### src/ilir_pkg.sv
// shared types and codes for the positional insert/remove list
// no dependencies

package ilir_pkg;

  localparam logic MODE_INSERT = 1'b0;
  localparam logic MODE_REMOVE = 1'b1;

  typedef enum logic [1:0] {
    ST_OK     = 2'd0,
    ST_EMPTY  = 2'd1,
    ST_BADPOS = 2'd2,
    ST_FULL   = 2'd3
  } status_t;

  typedef enum logic [2:0] {
    S_IDLE,
    S_INS_CHK,
    S_INS_WR,
    S_RM_FIRST,
    S_RM_WR,
    S_RM_CHK,
    S_DONE
  } state_t;

  typedef struct packed {
    logic signed [31:0] removed_value;
    status_t            status;
    logic [4:0]         entry_count;
  } res_t;

endpackage

### src/ilir_ram.sv
// generic single write port ram with registered read
// no dependencies

module ilir_ram #(
  parameter int WIDTH = 32,
  parameter int DEPTH = 16
) (
  input  logic                     clk,
  input  logic                     we,
  input  logic [$clog2(DEPTH)-1:0] waddr,
  input  logic [WIDTH-1:0]         wdata,
  input  logic [$clog2(DEPTH)-1:0] raddr,
  output logic [WIDTH-1:0]         rdata
);

  logic [WIDTH-1:0] mem [DEPTH];

  always_ff @(posedge clk) begin
    if (we) begin
      mem[waddr] <= wdata;
    end
    rdata <= mem[raddr];
  end

endmodule

### src/ilir_step.sv
// shared index unit: steps the cell index up or down and checks for the stop index
// no dependencies

module ilir_step #(
  parameter int AW = 4
) (
  input  logic [AW-1:0] idx,
  input  logic          down,
  input  logic [AW-1:0] target,
  output logic [AW-1:0] nxt,
  output logic          hit
);

  assign nxt = down ? idx - AW'(1) : idx + AW'(1);
  assign hit = (idx == target);

endmodule

### src/ilir_ctrl.sv
// sequencer for the list: decodes a transaction, moves cells one at a time
// depends on ilir_pkg, ilir_ram, ilir_step

module ilir_ctrl
  import ilir_pkg::*;
#(
  parameter int DEPTH = 16
) (
  input  logic               clk,
  input  logic               rst,
  input  logic               in_valid,
  output logic               in_ready,
  input  logic               mode,
  input  logic [4:0]         position,
  input  logic signed [31:0] value,
  output logic               res_valid,
  input  logic               res_ready,
  output res_t               res
);

  localparam int AW = $clog2(DEPTH);
  localparam int CW = $clog2(DEPTH + 1);
  localparam int PW = (CW > 5) ? CW : 5;
  localparam logic [CW-1:0] DEPTH_C = CW'(DEPTH);

  state_t             state, state_next;
  logic [CW-1:0]      count, count_next;
  logic [AW-1:0]      idx, idx_next;
  logic [AW-1:0]      target, target_next;
  logic signed [31:0] val, val_next;
  logic signed [31:0] taken, taken_next;
  status_t            status, status_next;

  logic               we;
  logic [AW-1:0]      waddr;
  logic [31:0]        wdata;
  logic [AW-1:0]      raddr;
  logic [31:0]        rdata;

  logic [AW-1:0]      nxt;
  logic               hit;
  logic               down;

  logic [PW-1:0]      pos_x;
  logic [PW-1:0]      count_x;

  assign pos_x   = PW'(position);
  assign count_x = PW'(count);
  assign down    = (state == S_INS_CHK) || (state == S_INS_WR);

  ilir_ram #(.WIDTH(32), .DEPTH(DEPTH)) u_ram (
    .clk   (clk),
    .we    (we),
    .waddr (waddr),
    .wdata (wdata),
    .raddr (raddr),
    .rdata (rdata)
  );

  ilir_step #(.AW(AW)) u_step (
    .idx    (idx),
    .down   (down),
    .target (target),
    .nxt    (nxt),
    .hit    (hit)
  );

  always_ff @(posedge clk) begin
    if (rst) begin
      state <= S_IDLE;
      count <= '0;
    end else begin
      state <= state_next;
      count <= count_next;
    end
  end

  always_ff @(posedge clk) begin
    idx    <= idx_next;
    target <= target_next;
    val    <= val_next;
    taken  <= taken_next;
    status <= status_next;
  end

  always_comb begin
    state_next  = state;
    count_next  = count;
    idx_next    = idx;
    target_next = target;
    val_next    = val;
    taken_next  = taken;
    status_next = status;
    we          = 1'b0;
    waddr       = idx;
    wdata       = rdata;
    raddr       = nxt;
    in_ready    = 1'b0;
    res_valid   = 1'b0;

    case (state)
      S_IDLE: begin
        in_ready = 1'b1;
        if (in_valid) begin
          val_next    = value;
          taken_next  = '0;
          status_next = ST_OK;
          if (mode == MODE_INSERT) begin
            if (count == '0) begin
              idx_next    = '0;
              target_next = '0;
              state_next  = S_INS_CHK;
            end else if (count == DEPTH_C) begin
              status_next = ST_FULL;
              state_next  = S_DONE;
            end else if (pos_x > count_x) begin
              status_next = ST_BADPOS;
              state_next  = S_DONE;
            end else begin
              idx_next    = count[AW-1:0];
              target_next = pos_x[AW-1:0];
              state_next  = S_INS_CHK;
            end
          end else begin
            if (count == '0) begin
              status_next = ST_EMPTY;
              state_next  = S_DONE;
            end else if (pos_x >= count_x) begin
              status_next = ST_BADPOS;
              state_next  = S_DONE;
            end else begin
              raddr       = pos_x[AW-1:0];
              idx_next    = pos_x[AW-1:0];
              count_next  = count - CW'(1);
              target_next = AW'(count - CW'(1));
              state_next  = S_RM_FIRST;
            end
          end
        end
      end
      S_INS_CHK: begin
        if (hit) begin
          we         = 1'b1;
          wdata      = val;
          count_next = count + CW'(1);
          state_next = S_DONE;
        end else begin
          state_next = S_INS_WR;
        end
      end
      S_INS_WR: begin
        we         = 1'b1;
        idx_next   = nxt;
        state_next = S_INS_CHK;
      end
      S_RM_FIRST: begin
        taken_next = rdata;
        state_next = hit ? S_DONE : S_RM_WR;
      end
      S_RM_WR: begin
        we         = 1'b1;
        idx_next   = nxt;
        state_next = S_RM_CHK;
      end
      S_RM_CHK: begin
        state_next = hit ? S_DONE : S_RM_WR;
      end
      S_DONE: begin
        res_valid = 1'b1;
        if (res_ready) begin
          state_next = S_IDLE;
        end
      end
      default: begin
        state_next = S_IDLE;
      end
    endcase
  end

  assign res.removed_value = taken;
  assign res.status        = status;
  assign res.entry_count   = count_x[4:0];

endmodule

### src/indexed_list_insert_remove_top.sv
// top level of the positional insert/remove list: stream ports and result register
// depends on ilir_pkg, ilir_ctrl

// Keeps an ordered list of up to DEPTH signed 32-bit entries in a RAM with one
// write port and one registered read port. Each input transaction inserts a
// value at a position or removes the entry at a position, and yields one result
// with the removed value, a status code and the entry count afterwards. Cells
// are moved one at a time through the RAM, a read and then a write per moved
// cell. The number of cells moved is count - position on insert, count -
// position - 1 on remove, and none on an insert into an empty list. A rejected
// transaction goes straight to its result. The input is ready again in the
// cycle after the result is taken into the output register. The input is not
// ready while a transaction is in progress or while its finished result waits
// for room in the output register. A new transaction is accepted while an
// earlier result still waits in the output register. No clearing pass after reset.

module indexed_list_insert_remove_top
  import ilir_pkg::*;
#(
  parameter int DEPTH = 16
) (
  input  logic        clk,
  input  logic        rst,
  input  logic        s_tvalid,
  output logic        s_tready,
  input  logic [39:0] s_tdata,   // mode, position[4:0], value[31:0], zero pad
  output logic        m_tvalid,
  input  logic        m_tready,
  output logic [39:0] m_tdata    // removed_value[31:0], status[1:0], entry_count[4:0], zero pad
);

  logic res_valid;
  logic res_ready;
  res_t res;
  res_t out_res;

  ilir_ctrl #(.DEPTH(DEPTH)) u_ctrl (
    .clk       (clk),
    .rst       (rst),
    .in_valid  (s_tvalid),
    .in_ready  (s_tready),
    .mode      (s_tdata[0]),
    .position  (s_tdata[5:1]),
    .value     (s_tdata[37:6]),
    .res_valid (res_valid),
    .res_ready (res_ready),
    .res       (res)
  );

  assign res_ready = !m_tvalid || m_tready;

  always_ff @(posedge clk) begin
    if (rst) begin
      m_tvalid <= 1'b0;
    end else if (res_ready) begin
      m_tvalid <= res_valid;
    end
  end

  always_ff @(posedge clk) begin
    if (res_valid && res_ready) begin
      out_res <= res;
    end
  end

  assign m_tdata = {1'b0, out_res.entry_count, out_res.status, out_res.removed_value};

endmodule
### config.mk
export PLATFORM = sky130hd
export DESIGN_NAME = indexed_list_insert_remove_top
export DESIGN_NICKNAME = d
export VERILOG_FILES = /design/src/ilir_pkg.sv /design/src/ilir_ram.sv /design/src/ilir_step.sv /design/src/ilir_ctrl.sv /design/src/indexed_list_insert_remove_top.sv
export SDC_FILE = /design/constraint.sdc
export NUM_CORES = 1
export LEC_CHECK = 0
export ABC_AREA = 0
export BUFFER_PORTS_ARGS = -buffer_cell sky130_fd_sc_hd__buf_2
export CAP_MARGIN = 15
export CORE_MARGIN = 5
export CORE_UTILIZATION = 45
export CTS_CLUSTER_SIZE = 24
export DETAILED_ROUTE_END_ITERATION = 10
export GPL_ROUTABILITY_DRIVEN = 0
export PLACE_DENSITY = 0.65
export SYNTH_ARGS = -nofsm -noshare
export SYNTH_HDL_FRONTEND = slang
export SYNTH_HIERARCHICAL = 1
export SYNTH_SLANG_ARGS = --single-unit
### constraint.sdc
create_clock -name clk -period 5.5 [get_ports clk]
set_clock_uncertainty 0.2 [all_clocks]
set_input_delay 0.275 -clock clk [delete_from_list [all_inputs] [get_ports clk]]
set_output_delay 0.275 -clock clk [all_outputs]
set_load 0.02 [all_outputs]
**Word level (Yosys, flattened, before mapping)**

Memory sizes are Yosys's and may differ from the RTL's. A register that Yosys moved wholly into a read port is not among the register bits.
Index checks and enable logic that the tools add are counted.

- Add/sub/neg operators: 4
- $lt $le $gt $ge: 2
- Equal/unequal tests: 22
- Muxes and demuxes: 53
- Reductions and logical operators: 17

Operator list:

| cell | count |
|---|---|
| 32-bit 2-to-1 mux | 3 |
| 4-bit 2-to-1 mux | 19 |
| 32-bit case mux with 2 select lines | 1 |
| 3-bit 2-to-1 mux | 9 |
| 5-bit 2-to-1 mux | 5 |
| 3-bit case mux with 6 select lines | 1 |
| 6-bit AND reduction | 3 |
| 2-bit 2-to-1 mux | 7 |
| 2-bit inequality test, second input constant | 7 |
| 3-bit inequality test, second input constant | 4 |
| 5-bit case mux with 2 select lines | 1 |
| 3-bit == test, second input constant | 3 |
| 4-bit inequality test, second input constant | 2 |
| 4-bit case mux with 2 select lines | 1 |
| 3-bit by 2-bit == test with 1-bit output, second input constant | 2 |
| 2-bit AND reduction | 3 |
| 2-bit nonzero test | 3 |
| 5-bit by 1-bit adder with 5-bit output, second input constant | 1 |
| 5-bit == test, second input constant | 1 |
| 5-bit >= comparator | 1 |
| 5-bit greater-than comparator | 1 |
| 5-bit logical NOT | 1 |
| 1-bit 2-to-1 mux | 5 |
| 5-bit by 1-bit subtractor with 5-bit output, second input constant | 1 |
| 11 further kinds | 13 |

- Bits in registers: 122
- Memory bits (writable): 512
- Input port bits: 44
- Output and inout bits: 42
- Word-level logic and storage cells: 110
- Memories: 1

Memory list:

| name | words | width | rd ports | clocked after Yosys merged registers in | wr ports | RTL line | RTL |
|---|---|---|---|---|---|---|---|
| u_ctrl.u_ram.mem | 16 | 32 | 1 | 1 | 1 | ilir_ram.sv:16 | `logic [WIDTH-1:0] mem [DEPTH];` |

**Logic depth before layout (Yosys ltp)**

- Depth in word-level cells: 8
- Mapped depth: 13
- Gate-level depth less buffers: 10

**Modules after synthesis**

The synthesis kept the hierarchy.

Modules (own cells, without submodules):

| module | instances | cells each | area an instance (um^2) | seq. area each (um^2) |
|---|---|---|---|---|
| ilir_ram | 1 | 838 | 19,835.3 | 16,015.4 |
| ilir_ctrl | 1 | 292 | 3,928.8 | 2,382.3 |
| indexed_list_insert_remove_top | 1 | 46 | 1,237.4 | 1,191.1 |
| ilir_step | 1 | 17 | 150.1 | 0.0 |

**Least setup slack after synthesis**

No wires, ideal clock.

- Path kind: register to register
- Start: reg u_ctrl.idx[1]
- End: mem u_ctrl.u_ram.mem[0][0], enable pin
- Library setup time: 0.461 ns
- Arrival: 4.361 ns
- Required time: 4.839 ns
- Setup slack: 0.478 ns
- Stages on the path, launching flop included: 8
- Buffers on the path: 1
- Period minus slack after synthesis: 5.022 ns
- Path through: edfxtp_1 -> xor2_1 -> nor4_2 -> and4bb_2 -> buf_2 -> or2_2 -> or3b_2 -> nor3_1

- Longest elaborated chain between the ends: 5

RTL lines:

| element | RTL line | RTL |
|---|---|---|
| start: declaration | ilir_ctrl.sv:28 | `logic [AW-1:0] idx, idx_next;` |
| start signal: assignment | ilir_ctrl.sv:79 | `idx <= idx_next;` |
| 4-bit == test | ilir_step.sv:15 | `assign hit = (idx == target);` |
| via u_ctrl.hit | ilir_ctrl.sv:41 | `logic hit;` |
| 1-bit 2-to-1 mux | ilir_ctrl.sv:142 | `if (hit) begin` |
| 1-bit case mux with 2 select lines | ilir_ctrl.sv:101 | `case (state)` |
| via u_ctrl.we | ilir_ctrl.sv:34 | `logic we;` |
| 1-bit 2-to-1 mux | ilir_ram.sv:19 | `if (we) begin` |
| 1-bit 2-to-1 mux (not written as such) | ilir_ram.sv:20 | `mem[waddr] <= wdata;` |
| end: declaration | ilir_ram.sv:16 |  |

The timed path passes the listed nets, and every way through them passes these cells.

**Final worst setup path**

- Start: reg u_ctrl.count[2]
- End: reg u_ctrl.u_ram.rdata[23] (read register of u_ctrl.u_ram.mem)

- Longest elaborated chain between the ends: 6
- Elaborated cells between the ends (all ways): 7
- Classes of those cells: order compare: 1; mux: 5; reduce/logical: 1

RTL lines:

| element | RTL line | RTL |
|---|---|---|
| start: declaration | ilir_ctrl.sv:27 | `logic [CW-1:0] count, count_next;` |
| start signal: assignment | ilir_ctrl.sv:74 | `count <= count_next;` |
| 5-bit >= comparator | ilir_ctrl.sv:128 | `end else if (pos_x >= count_x) begin` |
| 4-bit 2-to-1 mux | ilir_ctrl.sv:128 |  |
| 4-bit 2-to-1 mux * | ilir_ctrl.sv:125 | `if (count == '0) begin` |
| 4-bit 2-to-1 mux * | ilir_ctrl.sv:108 | `if (mode == MODE_INSERT) begin` |
| 4-bit 2-to-1 mux * | ilir_ctrl.sv:104 | `if (in_valid) begin` |
| 4-bit 2-to-1 mux * | ilir_ctrl.sv:101 |  |
| via u_ctrl.raddr[0] | ilir_ctrl.sv:37 | `logic [AW-1:0] raddr;` |
| end: declaration | ilir_ram.sv:13 | `output logic [WIDTH-1:0] rdata` |

The timed path passes the listed nets; every way through them passes the cells marked *.
A chain may end at the register's enable or synchronous reset.

==> results.md <==
- The flow ran to the end, and the final reports show no timing, DRC or antenna violations.
- Headroom to the max-slew limit came out at 27.1%.
- In the routed layout, each cell is associated on average with a via count of 5.57.
- The number of synthesized flops with an enable pin is 625.
- Including well taps, the total number of placed cells is 1997.
- Dividing the synthesized area by the synthesized cell count gives 21.1 um2.
- Setup repair after global routing left no endpoint under its margin.
- After routing, the total negative slack on setup checks comes to 0 ps.
- The share of final-layout standard cells stronger than drive strength 1 is 29.5%.
- The number of max-slew violations in the final report is 0.
- The worst hold slack is 185 ps.
- Counting flops and latches in the post-synthesis netlist gives 666.
- Synthesis produced a netlist whose cell count is 1193.
- The first-iteration detailed-routing DRC count is 1337.
- The reg-to-reg setup timing slack is 1250 ps.
- The maximum frequency from static timing analysis is 235 MHz.
- The clock period could shrink to 4250 ps.
- During synthesis, Yosys emitted a total of 6 warnings.
- The top fanout value on the critical path is 39.
- The count of maximum capacitance violations is 0.
- The die area is 60700 um2.
- The number of global-route vias before repair came to 12323.
- Row generation in the floorplan step produced 86 rows.
- The endpoint kind of the worst setup timing path is a flip-flop.
- The most instantiated flip-flop cell in the synthesis netlist is sky130_fd_sc_hd__edfxtp_1.
- The kind of start point of the critical path is a flip-flop.
- The worst-case IR drop observed on VDD is 488 uV.
- Dividing total power by cell area gives a power density of 631 nW/um2.
- The initial antenna violation count came to 1.
- The tree built by TritonCTS fans out to 666 sinks.
- The first global-routing pass estimated 79.0 mm of wire.
- The setup fix buffers added after clock tree synthesis is 0.
- Fill cells in the final layout number 4270.
- Summing every instance area after synthesis gives 25200 um2.
- The repair_antennas step left the layout with diodes totalling 0.
- In this run the number of H-tree levels came out at 3.
- The arrival time of the worst setup path is 4530 ps.
- The detail route stage leaves a number of antenna-violating nets equal to 0.
- The CTS tree is built.
- No sink is reached through more buffers than the 3 on the longest clock path.
- The region available for standard cell placement spans 55200 um2.
- Counting distinct cell types in the post-synthesis netlist gives 55.
- Measured along the y axis, the die boundary spans 246 um.
- The die extent in x is 246 um.
- The signed area change from the synthesized netlist to the final layout is 16.2%.
- For this run, asynchronously set or reset flops after synthesis account for 0%.
- The tree is rooted in a sky130_fd_sc_hd__clkbuf_16.
- Setup violations remaining at the end of the flow were counted as 0.
- The required time at the endpoint of the critical path is 5770 ps.
- The half-perimeter wire length of the detailed placement result is 28.0 mm.
- After layout, the worst setup slack is 1250 ps.
- Traced cell by cell, the critical path runs through inv_1, ha_1, a21oi_1, o221a_2, and2_1, mux2_8, buf_4, mux4_2, a22oi_1, nand2_1.
- The path class of the lowest-slack min-delay path is input port to flip-flop.
- The routed layout has 12033 vias.
- After detailed routing, the average wire length per cell comes to 24.4 um.
- The leftover overflow at the end of global routing is 0.
- Entering global routing, the biggest net connects 43 pins.
- The number of hold violations in the final report was 0.
- After routing the design area is 29200 um2.
- In this run the static leakage power is 0.00959 uW.
- The net count reported at finish is 1416.
- The largest individual stage delay along the critical path comes from the cell sky130_fd_sc_hd__dfxtp_1.
- In the finished design, the share of the clock period the worst path needs comes to 77.4%.
- Once the floorplan was initialized, standard cells occupied 45.6% of the core.
- The critical path's largest stage delay is 640 ps.
- The worst slack at placement is 1210 ps.
- In the routed design, unresolved DRC markers number 0.
- For the worst-skew pair, the clock arrives at the later sink with an insertion delay of 590 ps.
- After clock tree synthesis, the clock-pin slew on the worst setup and hold paths is 60 ps.
- The quantity of I/O buffers inserted on ports is 82.
- The area after detailed placement is 26700 um2.
- The total global-route track usage is 17.6%.
- The actual slew at the worst max-slew pin is 1090 ps.
- The number of nets produced by synthesis is 1248.
- For this run, the number of standard cells in the final layout without fillers is 2159.
- The register area share after synthesis is 77.9%.
- The type of the worst setup path is flip-flop to flip-flop.
- The number of CTS-inserted buffers is 68.
- The first detailed-routing pass ran for 7 iterations.
- In this run the count of I/O pins placed on the die edge is 86.
- The final layout contains routed wiring with a total length of 52.7 mm.
## synthesized netlist by cell type, types with 3 or more instances
library cell,number,area (um2)
sky130_fd_sc_hd__edfxtp_1,625,18800
sky130_fd_sc_hd__buf_4,11,82.6
sky130_fd_sc_hd__nand2b_1,5,31.3
sky130_fd_sc_hd__o21ai_0,10,50.1
sky130_fd_sc_hd__nor3_1,9,45.0
sky130_fd_sc_hd__nor2_1,27,101
sky130_fd_sc_hd__buf_1,10,37.5
sky130_fd_sc_hd__a22oi_1,66,495
sky130_fd_sc_hd__xor2_1,6,52.6
sky130_fd_sc_hd__nor2b_1,3,18.8
sky130_fd_sc_hd__a21oi_1,4,20.0
sky130_fd_sc_hd__dfxtp_1,41,821
sky130_fd_sc_hd__nand4_1,4,25.0
sky130_fd_sc_hd__or3b_2,3,26.3
sky130_fd_sc_hd__ha_1,10,125
sky130_fd_sc_hd__mux4_2,128,2880
sky130_fd_sc_hd__buf_2,13,65.1
sky130_fd_sc_hd__and2_1,34,213
sky130_fd_sc_hd__nand3b_1,3,22.5
sky130_fd_sc_hd__mux2_2,39,439
sky130_fd_sc_hd__xnor2_1,7,61.3
sky130_fd_sc_hd__inv_1,16,60.1
sky130_fd_sc_hd__nand2_1,46,173
sky130_fd_sc_hd__o311ai_0,3,26.3
sky130_fd_sc_hd__mux2_1,4,45.0
sky130_fd_sc_hd__or2_2,4,25.0
sky130_fd_sc_hd__clkbuf_1,26,97.6
sky130_fd_sc_hd__mux2i_1,3,30.0
## path summary, 6_finish.rpt
kind	depth (start not counted)	startpoint	to
max	10	u_ctrl/count[2]	u_ctrl/u_ram/rdata[23]
min reg2reg	0	u_ctrl/taken[0]	m_tdata[0]
min	6	s_tdata[5]	u_ctrl/count[3]
max reg2reg	10	u_ctrl/count[2]	u_ctrl/u_ram/rdata[23]
## area by class of cell
class / count / area, um2 / area share (%)
Clock buffer: 90 / 1900 / 6.49
Clock inverter: 30 / 228 / 0.779
Inverter: 16 / 60.1 / 0.205
Multi-Input combinational cell: 451 / 5380 / 18.4
Sequential cell: 666 / 19600 / 67.0
Tap cell: 748 / 936 / 3.20
Timing Repair Buffer: 158 / 1150 / 3.93
## worst max-delay path: cells and delay by family, from the launching register on
kind,cells,cell delay (ps)
fa+ha+maj,1,330
mux,2,1120
flops,1,640
buf+inv,2,530
compound gates,3,760
simple gates,2,510
## sequential cells by signal, indices dropped and copies added (netlist names)
signal and count:
u_ctrl/u_ram/mem 512, m_tdata 39, u_ctrl/taken 32, u_ctrl/u_ram/rdata 32, u_ctrl/val 32, u_ctrl/count 5, u_ctrl/idx 4, u_ctrl/target 4
u_ctrl/state 3, u_ctrl/status 2, m_tvalid 1
## report_power, final
part           leakage [uW]  internal, uW  switching (uW)
sequential          0.00604          6930             251
combinational       0.00251          2720            4170
clock               0.00104          2570            1820
## kinds of logic (layout without fill, tap and decap cells)
kind of cell               after synthesis  after routing  synth area share [%]
DFF                                    666            666                  77.9
other                                    1              1                0.0149
xor gates and xnor gates                13             13                 0.453
muxes                                  174            174                  13.5
buffers and inverters                   76            294                  1.36
adders and majority gates               12             12                 0.617
AOI/OAI and AO/OA                      100            100                  2.91
and+or+nand+nor                        151            151                  3.26
## metrics by stage
stage	total power (uW)	utilization [%]
final	18500	53.0
after global routing	19400	53.0
after CTS	18700	53.0
after detailed placement	14200	48.3
after global placement	14000	48.3
after floorplan	11900	-
## timing repair
action / in CTS / in global routing
endpoints found under the hold margin: 47 / 0
hold buffers: 42 / 0
gates resized for setup: 0 / 0
## metal layers
layer  wire [um]  GRT usage (%)  up-vias
met4         972           4.35        0
met3        3700           3.82       69
met2       25500           28.0      407
li1            -              -     5229
met1       22600           25.3     6328
met5           0              0        -
## placed cells by master (no fill, tap or decap), drive strengths merged, types with 2 or more instances in the layout
cell type,instances
edfxtp,625
mux4,128
buf,116
clkbuf,90
a22oi,66
nand2,46
mux2,43
dlygate4sd3,42
dfxtp,41
and2,35
nor2,27
clkinv,22
inv,18
o21ai,10
ha,10
nor3,10
xnor2,7
xor2,6
nand2b,6
a21oi,6
or2,4
nand4,4
clkinvlp,3
bufinv,3
mux2i,3
o311ai,3
nand3b,3
or3b,3
nor2b,3
o221ai,2
a31oi,2
o22ai,2
nand3,2
nor3b,2
nor4,2
(Power assumes the default switching activity.)
